==> src/hdl/mdm_pkg.sv <==
// ============================================================================
// Mecanum drive mixer package
// Widths, direction codes, pipeline types and the speed curve table shared
// by the mixer pipeline.
// ============================================================================
package mdm_pkg;

    // Field widths.
    localparam int STICK_W  = 8;
    localparam int MP_W     = 7;
    localparam int SPD_W    = 7;
    localparam int DIR_W    = 2;

    // Internal widths: wheel powers span -384..383, magnitudes up to 384.
    localparam int POW_W    = 10;
    localparam int MAG_W    = 9;
    localparam int DEN_W    = 10;
    localparam int QUO_W    = 8;
    localparam int NUM_W    = 18;
    localparam int QIDX_W   = $clog2(QUO_W);

    localparam int WHEELS   = 4;

    // Wheel slots in the result word.
    localparam int WHEEL_FL = 0;
    localparam int WHEEL_BL = 1;
    localparam int WHEEL_FR = 2;
    localparam int WHEEL_BR = 3;

    // Divider layout: two quotient bits are resolved in every stage.
    localparam int DIV_BITS   = 2;
    localparam int DIV_STAGES = QUO_W / DIV_BITS;

    // Cycles from the accepting edge to the edge that takes the result.
    localparam int PIPE_LAT   = DIV_STAGES + 6;

    // Stick and power conversion constants.
    localparam int STICK_CENTER = 128;
    localparam int DEAD_LO      = -2;
    localparam int DEAD_HI      = 2;
    localparam int FWD_OFFSET   = 3;
    localparam int BWD_OFFSET   = 2;
    localparam int POWER_SPAN   = 125;
    localparam int BYTE_SPAN    = 255;
    localparam int SPEED_MAX    = 127;

    localparam logic [MP_W-1:0] MP_RESET = MP_W'(127);

    // Motor direction codes.
    localparam logic [DIR_W-1:0] DIR_RELEASE  = 2'd0;
    localparam logic [DIR_W-1:0] DIR_FORWARD  = 2'd1;
    localparam logic [DIR_W-1:0] DIR_BACKWARD = 2'd2;

    typedef logic signed [POW_W-1:0] t_power;
    typedef logic [NUM_W-1:0]        t_num;
    typedef logic [QUO_W-1:0]        t_quo;

    // One word moving through the divider stages.
    typedef struct packed {
        logic                  scale;
        logic [MP_W-1:0]       mp;
        logic [DEN_W-1:0]      den;
        t_power [WHEELS-1:0]   pw;
        t_num   [WHEELS-1:0]   rem;
        t_quo   [WHEELS-1:0]   quo;
    } t_div_stage;

    // Speed curve: offset power 0..125 to motor speed, two chained maps.
    localparam int SPEED_LUT_DEPTH = 2 ** SPD_W;
    typedef logic [SPEED_LUT_DEPTH-1:0][SPD_W-1:0] t_speed_lut;

    function automatic t_speed_lut build_speed_lut();
        t_speed_lut lut;
        int         t;
        for (int i = 0; i < SPEED_LUT_DEPTH; i++) begin
            t = (i * BYTE_SPAN) / POWER_SPAN;
            if (t > BYTE_SPAN) begin
                t = BYTE_SPAN;
            end
            lut[i] = SPD_W'((t * SPEED_MAX) / BYTE_SPAN);
        end
        return lut;
    endfunction

    localparam t_speed_lut SPEED_LUT = build_speed_lut();

endpackage

==> src/hdl/mecanum_drive_mixer.sv <==
// ============================================================================
// Mecanum drive mixer
// Mixes three stick bytes into four wheel powers, rescales them when they
// exceed the power limit, and turns each into a motor speed and direction.
// ============================================================================
// Usage:
// A command word (axial, lateral, yaw stick bytes) is taken at a rising edge
// with start high and busy low. busy stays low: the pipeline takes one word
// in every cycle.
// Each result appears on the o_ ports for one cycle with o_valid high.
// Throughput is one word per clock.
// Latency is set by the input register, mixer, peak search, numerator
// multiply, the four stage divider (two quotient bits a stage) for the
// proportional rescale, the power select and the speed table stage.
// The power limit is written on the cfg channel, which is always ready; the
// value is captured with each word as it enters, so words already in flight
// keep the limit they entered with.
// A synchronous low reset empties the pipeline and sets the limit to 127.
// The receiver cannot stall, so no buffering beyond the output register.
module mecanum_drive_mixer (
    input  logic                        i_clk,
    input  logic                        i_rst_n,
    input  logic                        start,
    output logic                        busy,
    input  logic [mdm_pkg::STICK_W-1:0] i_axial_stick,
    input  logic [mdm_pkg::STICK_W-1:0] i_lateral_stick,
    input  logic [mdm_pkg::STICK_W-1:0] i_yaw_stick,
    input  logic                        i_cfg_valid,
    output logic                        o_cfg_ready,
    input  logic [mdm_pkg::MP_W-1:0]    i_cfg_data,
    output logic                        o_valid,
    output logic [mdm_pkg::SPD_W-1:0]   o_front_left_speed,
    output logic [mdm_pkg::DIR_W-1:0]   o_front_left_dir,
    output logic [mdm_pkg::SPD_W-1:0]   o_back_left_speed,
    output logic [mdm_pkg::DIR_W-1:0]   o_back_left_dir,
    output logic [mdm_pkg::SPD_W-1:0]   o_front_right_speed,
    output logic [mdm_pkg::DIR_W-1:0]   o_front_right_dir,
    output logic [mdm_pkg::SPD_W-1:0]   o_back_right_speed,
    output logic [mdm_pkg::DIR_W-1:0]   o_back_right_dir
);
    import mdm_pkg::*;

    logic accept;

    // Limit register.
    logic [MP_W-1:0] r_max_power;

    // Stage 1: captured stick bytes.
    logic                r_s1_vld;
    logic [STICK_W-1:0]  r_s1_axial;
    logic [STICK_W-1:0]  r_s1_lateral;
    logic [STICK_W-1:0]  r_s1_yaw;
    logic [MP_W-1:0]     r_s1_mp;

    // Stage 2: mixed wheel powers.
    logic                r_s2_vld;
    t_power [WHEELS-1:0] r_s2_pw;
    logic [MP_W-1:0]     r_s2_mp;
    t_power [WHEELS-1:0] n_s2_pw;

    // Stage 3: peak magnitude and rescale decision.
    logic                r_s3_vld;
    t_power [WHEELS-1:0] r_s3_pw;
    logic [MP_W-1:0]     r_s3_mp;
    logic [MAG_W-1:0]    r_s3_mag;
    logic                r_s3_scale;
    logic [MAG_W-1:0]    n_s3_mag;

    // Divider stages.
    logic [DIV_STAGES:0] r_div_vld;
    t_div_stage          r_div [0:DIV_STAGES];
    t_div_stage          n_div_head;
    t_div_stage          n_div [0:DIV_STAGES-1];

    // Final power stage.
    logic                r_p_vld;
    t_power [WHEELS-1:0] r_p_pw;
    t_power [WHEELS-1:0] n_p_pw;

    // Output register.
    logic                         r_out_vld;
    logic [WHEELS-1:0][SPD_W-1:0] r_speed;
    logic [WHEELS-1:0][DIR_W-1:0] r_dir;
    logic [WHEELS-1:0][SPD_W-1:0] n_speed;
    logic [WHEELS-1:0][DIR_W-1:0] n_dir;

    assign busy        = 1'b0;
    assign o_cfg_ready = 1'b1;
    assign accept      = start && !busy;

    // Limit register, to be written between commands by the user; the block itself does not enforce this.
    always_ff @(posedge i_clk) begin
        if (!i_rst_n) begin
            r_max_power <= MP_RESET;
        end else if (i_cfg_valid && o_cfg_ready) begin
            r_max_power <= i_cfg_data;
        end
    end

    // Mix: remove the stick offset and form the four wheel sums.
    always_comb begin
        t_power a;
        t_power l;
        t_power y;
        a = t_power'(r_s1_axial) - t_power'(STICK_CENTER);
        l = t_power'(r_s1_lateral) - t_power'(STICK_CENTER);
        y = t_power'(r_s1_yaw) - t_power'(STICK_CENTER);
        n_s2_pw[WHEEL_FL] = a - l - y;
        n_s2_pw[WHEEL_BL] = a + l - y;
        n_s2_pw[WHEEL_FR] = a + l + y;
        n_s2_pw[WHEEL_BR] = a - l + y;
    end

    // Peak search over the four magnitudes as a two-level compare tree.
    always_comb begin
        logic [WHEELS-1:0][MAG_W-1:0] mag;
        logic [MAG_W-1:0]             m01;
        logic [MAG_W-1:0]             m23;
        for (int w = 0; w < WHEELS; w++) begin
            if (r_s2_pw[w] < 0) begin
                mag[w] = MAG_W'(-r_s2_pw[w]);
            end else begin
                mag[w] = MAG_W'(r_s2_pw[w]);
            end
        end
        m01      = (mag[0] > mag[1]) ? mag[0] : mag[1];
        m23      = (mag[2] > mag[3]) ? mag[2] : mag[3];
        n_s3_mag = (m01 > m23) ? m01 : m23;
    end

    // Rescale numerator (x + m) * (2 * limit + 1) and denominator 2 * m.
    always_comb begin
        logic signed [POW_W:0] sum;
        logic [DEN_W-1:0]      xm;
        logic [MP_W:0]         span;
        span             = {r_s3_mp, 1'b1};
        n_div_head.scale = r_s3_scale;
        n_div_head.mp    = r_s3_mp;
        n_div_head.den   = {r_s3_mag, 1'b0};
        n_div_head.pw    = r_s3_pw;
        for (int w = 0; w < WHEELS; w++) begin
            sum                = {r_s3_pw[w][POW_W-1], r_s3_pw[w]}
                               + $signed({2'b00, r_s3_mag});
            xm                 = sum[DEN_W-1:0];
            n_div_head.rem[w]  = t_num'(xm) * t_num'(span);
            n_div_head.quo[w]  = '0;
        end
    end

    // Restoring division, two quotient bits per stage. The quotient never
    // exceeds 2 * limit + 1, so eight bits cover it.
    always_comb begin
        t_num              trial;
        logic [QIDX_W-1:0] k;
        for (int s = 0; s < DIV_STAGES; s++) begin
            n_div[s] = r_div[s];
            for (int w = 0; w < WHEELS; w++) begin
                for (int j = 0; j < DIV_BITS; j++) begin
                    k     = QIDX_W'(QUO_W - 1 - (s * DIV_BITS + j));
                    trial = t_num'(r_div[s].den) << k;
                    if (n_div[s].rem[w] >= trial) begin
                        n_div[s].rem[w]    = n_div[s].rem[w] - trial;
                        n_div[s].quo[w][k] = 1'b1;
                    end
                end
            end
        end
    end

    // Pick the rescaled power or the mixed power.
    always_comb begin
        t_power q;
        for (int w = 0; w < WHEELS; w++) begin
            q = t_power'(r_div[DIV_STAGES].quo[w]);
            if (r_div[DIV_STAGES].scale) begin
                n_p_pw[w] = q - t_power'(r_div[DIV_STAGES].mp) - t_power'(1);
            end else begin
                n_p_pw[w] = r_div[DIV_STAGES].pw[w];
            end
        end
    end

    // Power to speed and direction through the speed curve table.
    always_comb begin
        t_power off;
        for (int w = 0; w < WHEELS; w++) begin
            if (r_p_pw[w] < t_power'(DEAD_LO)) begin
                off        = -r_p_pw[w] - t_power'(FWD_OFFSET);
                n_speed[w] = SPEED_LUT[off[SPD_W-1:0]];
                n_dir[w]   = DIR_FORWARD;
            end else if (r_p_pw[w] >= t_power'(DEAD_HI)) begin
                off        = r_p_pw[w] - t_power'(BWD_OFFSET);
                n_speed[w] = SPEED_LUT[off[SPD_W-1:0]];
                n_dir[w]   = DIR_BACKWARD;
            end else begin
                off        = '0;
                n_speed[w] = '0;
                n_dir[w]   = DIR_RELEASE;
            end
        end
    end

    // Valid bits travel with the words.
    always_ff @(posedge i_clk) begin
        if (!i_rst_n) begin
            r_s1_vld  <= 1'b0;
            r_s2_vld  <= 1'b0;
            r_s3_vld  <= 1'b0;
            r_div_vld <= '0;
            r_p_vld   <= 1'b0;
            r_out_vld <= 1'b0;
        end else begin
            r_s1_vld  <= accept;
            r_s2_vld  <= r_s1_vld;
            r_s3_vld  <= r_s2_vld;
            r_div_vld <= {r_div_vld[DIV_STAGES-1:0], r_s3_vld};
            r_p_vld   <= r_div_vld[DIV_STAGES];
            r_out_vld <= r_p_vld;
        end
    end

    // Payload registers.
    always_ff @(posedge i_clk) begin
        if (accept) begin
            r_s1_axial   <= i_axial_stick;
            r_s1_lateral <= i_lateral_stick;
            r_s1_yaw     <= i_yaw_stick;
            r_s1_mp      <= r_max_power;
        end
        r_s2_pw    <= n_s2_pw;
        r_s2_mp    <= r_s1_mp;
        r_s3_pw    <= r_s2_pw;
        r_s3_mp    <= r_s2_mp;
        r_s3_mag   <= n_s3_mag;
        r_s3_scale <= n_s3_mag > MAG_W'(r_s2_mp);
        r_div[0]   <= n_div_head;
        for (int s = 0; s < DIV_STAGES; s++) begin
            r_div[s+1] <= n_div[s];
        end
        r_p_pw  <= n_p_pw;
        r_speed <= n_speed;
        r_dir   <= n_dir;
    end

    assign o_valid             = r_out_vld;
    assign o_front_left_speed  = r_speed[WHEEL_FL];
    assign o_front_left_dir    = r_dir[WHEEL_FL];
    assign o_back_left_speed   = r_speed[WHEEL_BL];
    assign o_back_left_dir     = r_dir[WHEEL_BL];
    assign o_front_right_speed = r_speed[WHEEL_FR];
    assign o_front_right_dir   = r_dir[WHEEL_FR];
    assign o_back_right_speed  = r_speed[WHEEL_BR];
    assign o_back_right_dir    = r_dir[WHEEL_BR];

    // Every result comes from a command taken a fixed latency earlier.
    a_latency: assert property (@(posedge i_clk) disable iff (!i_rst_n)
        o_valid |-> $past(accept, PIPE_LAT))
        else $error("result without matching command");

    // A released wheel never carries a speed.
    a_release_idle: assert property (@(posedge i_clk) disable iff (!i_rst_n)
        o_valid |->
            (o_front_left_dir  != DIR_RELEASE || o_front_left_speed  == '0) &&
            (o_back_left_dir   != DIR_RELEASE || o_back_left_speed   == '0) &&
            (o_front_right_dir != DIR_RELEASE || o_front_right_speed == '0) &&
            (o_back_right_dir  != DIR_RELEASE || o_back_right_speed  == '0))
        else $error("released wheel with nonzero speed");

    // A rescaled front-left or front-right power lands inside the limit span, so its quotient fits.
    a_quo_range: assert property (@(posedge i_clk) disable iff (!i_rst_n)
        r_div_vld[DIV_STAGES] && r_div[DIV_STAGES].scale |->
            r_div[DIV_STAGES].quo[WHEEL_FL] <= QUO_W'({r_div[DIV_STAGES].mp, 1'b1}) &&
            r_div[DIV_STAGES].quo[WHEEL_FR] <= QUO_W'({r_div[DIV_STAGES].mp, 1'b1}))
        else $error("rescale quotient out of range");

endmodule
==> config.mk <==
export PLATFORM = sky130hd
export DESIGN_NAME = mecanum_drive_mixer
export DESIGN_NICKNAME = d
export VERILOG_FILES = /design/src/hdl/mdm_pkg.sv /design/src/hdl/mecanum_drive_mixer.sv
export SDC_FILE = /design/constraint.sdc
export NUM_CORES = 2
export LEC_CHECK = 0
export ABC_AREA = 1
export BUFFER_PORTS_ARGS = -buffer_cell sky130_fd_sc_hd__clkbuf_2
export CORE_ASPECT_RATIO = 1.4
export CORE_MARGIN = 3
export CORE_UTILIZATION = 60
export DETAILED_ROUTE_END_ITERATION = 6
export PLACE_DENSITY = 0.84
export SETUP_SLACK_MARGIN = 0.15
export SKIP_CTS_REPAIR_TIMING = 1
export SLEW_MARGIN = 20
export SYNTH_ARGS = -nofsm -noshare
export SYNTH_HDL_FRONTEND = slang
export SYNTH_SLANG_ARGS = --single-unit
==> constraint.sdc <==
create_clock -name i_clk -period 6.2 [get_ports i_clk]
set_clock_uncertainty 0.05 [all_clocks]
set_input_delay 0.62 -clock i_clk [delete_from_list [all_inputs] [get_ports i_clk]]
set_output_delay 0.62 -clock i_clk [all_outputs]
set_load 0.02 [all_outputs]
==> results.md <==
- Final setup fails: 0
- Final nets: 8956
- Yosys reg bits: 850
- R2R Setup Slk: 0.46 ns
- DR iter-0 viols: 3334
- Antenna violations before repair: 6
- Setup TNS: 0 ns
- Drt first pass iters: 6
- # IOs: 74
- CP Class: reg2reg
- Post-synth EDFFs: 31
- IO Port Bufs: 71
- H-tree lvl count: 3
- Tmin final: 5.74 ns
- Row count: 136
- RePlAce Congestion: 1.02
- Synthesized Nets: 8864
- Worst path required time: 6.71 ns
- CTS tree: yes
- Netlist cell types: 73
- Min-delay worst type: in2reg
- Period utilization: 92.6%
- Number of global-route vias before repair: 50885
- Layout fillers: 8365
- Total track usage: 30.6%
- Worst skew pair latency: 0.70 ns
- Type of origin of the critical path: register
- Via/cell ratio: 5.57
- Wirelength per Cell: 17.0 um
- Avg Inst Size Synth: 7.54 um^2
- Die Y: 379 um
- Post-DP HPWL: 129000 um
- Synthesis Warnings: 0
- DIE AREA: 103000 um^2
- Via Count: 52333
- Sinks on Clock Net: 850
- Die Width: 273 um
- Bufs on Longest Clock Path: 3
- Commonest non-fill, non-tap cells in the layout: 1795 x nand2_1, 1112 x inv_1, 817 x dfxtp_1, 672 x ha_1, 611 x nor2_1
- Post-route ant nets: 0
- Drt total wl: 160000 um
- Status: finished clean
- Relative slew slack: 30.4%
- DRC errors left: 0
- Slew Limit Fails: 0
- Worst-path clk slew: 0.07 ns
- Root Buffer: clkbuf_16
- Ys flop type: dfxtp_1
- Max capacitance violation total: 0
- Largest fanout on the critical path: 7
- Ys async rst share: 0%
- First-pass GRT wire length: 255000 um
- Pin count of the biggest net entering global routing: 46
- Seq/Total Area, Yosys: 29.0%
- CP Data Arrival Time: 6.25 ns
- GRT overflow: 0
- Slew @ Worst Pin: 1.04 ns
- Achievable frequency: 174 MHz
- Total CTS buffers: 80
- Cell count after synthesis: 7922
- Final hold viol count: 0
- Synthesized area: 59700 um^2
- Layout cell share with drive strength beyond 1: 6.20%
- Most common cell after layout, fill and taps aside: nand2_1
- CP endpoint kind: register
- Initial core utilization: 60.6%
- Unrepaired setup endpoints after global routing: no
- Core area: 98500 um^2
- Area Overhead vs Synth: 7.80%
flip-flops by register name, summed over array words and instances (netlist names), 2 cells and up:
signal,cells
r_s3_mag,9
n_div_head,38
r_s1_axial,8
o_back_right_speed,7
r_div,626
r_s1_lateral,8
r_p_pw,40
o_back_left_dir,2
o_front_right_dir,2
o_front_left_dir,2
r_s1_yaw,8
r_s2_mp,7
o_front_right_speed,7
r_s3_mp,7
o_back_right_dir,2
r_s1_mp,7
r_max_power,7
o_front_left_speed,7
r_div_vld,5
o_back_left_speed,7
r_s2_pw,38
critical path, cell delays in order (launching register included):
cell     delay [ns]
dfxtp_1        0.34
ha_1           0.21
buf_4          0.18
fa_1           0.41
nand3_1        0.10
nand2_1        0.08
or2_2          0.27
nand2_1        0.16
inv_1          0.17
nand2_1        0.13
fa_1           0.46
fa_1           0.55
inv_1          0.05
fa_1           0.49
inv_1          0.05
fa_1           0.47
inv_1          0.04
ha_1           0.35
nand2_1        0.11
inv_1          0.07
a21oi_1        0.09
o21ai_0        0.34
a21oi_1        0.14
nor2_1         0.11
nor2_1         0.06
xnor2_1        0.12
area by class of cell:
| cell class | instances | area (um^2) | share of cell area, % |
|---|---|---|---|
| tap | 1311 | 1640 | 2.55 |
| timing repair buffer | 132 | 813 | 1.26 |
| multi-input combinational | 5784 | 37400 | 58.1 |
| inverter | 1165 | 4380 | 6.81 |
| timing repair inverter | 1 | 5.00 | 0.00778 |
| sequential | 850 | 17300 | 26.9 |
| clock inverter | 45 | 651 | 1.01 |
| antenna | 2 | 5.00 | 0.00778 |
| clock buffer | 100 | 2160 | 3.35 |
synth_stat cells, types with 10 or more instances:
cell type	number	area, um^2
a21boi_0	13	97.6
a21o_1	34	255
a21oi_1	440	2200
a31oi_1	51	319
buf_2	26	130
buf_4	11	82.6
buf_6	12	135
clkbuf_1	72	270
clkinv_1	10	37.5
dfxtp_1	819	16400
edfxtp_1	31	931
fa_1	234	4680
ha_1	673	8420
inv_1	1115	4190
inv_2	38	143
nand2_1	1796	6740
nand2_2	25	156
nand3_1	504	2520
nand3_2	35	350
nand3b_1	13	97.6
nand4_1	133	832
nor2_1	611	2290
nor2_2	16	100
nor3_1	82	410
nor4_1	12	75.1
o2111ai_1	18	158
o211ai_1	38	285
o21a_1	14	105
o21ai_0	412	2060
o21ai_1	45	225
o21bai_1	26	195
o22ai_1	16	100
o31ai_1	27	203
or2_2	62	388
xnor2_1	123	1080
xor2_1	238	2080
metrics by stage:
step	area, um^2	setup slack, ns	hold WS [ns]	cells	util, %
finish	64400	0.461	0.0449	9390	65.3
global route	64400	0.146	0.0296	9389	65.3
CTS	64300	0.347	0.00961	9384	65.2
detailed placement	61500	0.395	0.262	9239	62.4
global placement	61500	0.456	0.260	9239	62.4
floorplan	59700	0.870	0.260	7922	-
cell families (layout without fill, tap and decap cells):
group | count (synthesis) | after routing | synth area share (%)
compound gates | 1181 | 1181 | 11.1
xor+xnor | 361 | 361 | 5.30
fa+ha+maj | 907 | 907 | 22.0
buf+inv | 1288 | 1443 | 8.43
flops | 850 | 850 | 29.0
mux | 1 | 1 | 0.0189
other cells | 2 | 4 | 0.0126
simple gates | 3332 | 3332 | 24.2
final timing paths:
check,from,end,cells past startpoint
worst max-delay path,r_s3_mag[0],r_div[0][62],25
worst min-delay path,i_axial_stick[0],r_s1_axial[0],1
worst max register to register,r_s3_mag[0],r_div[0][62],25
worst min register to register,r_div[0][322],r_div[0][484],0
layer usage:
layer / up-vias / routed length [um] / track usage [%]
li1: 25944 / - / -
met1: 24052 / 58500 / 32.0
met2: 1721 / 78000 / 54.6
met3: 610 / 8770 / 4.48
met4: 6 / 14500 / 24.6
met5: - / 41 / 0
Power is left out: the tool's default activity adds up to more than one toggle a clock period on the data nets, which glitch-free logic cannot reach.
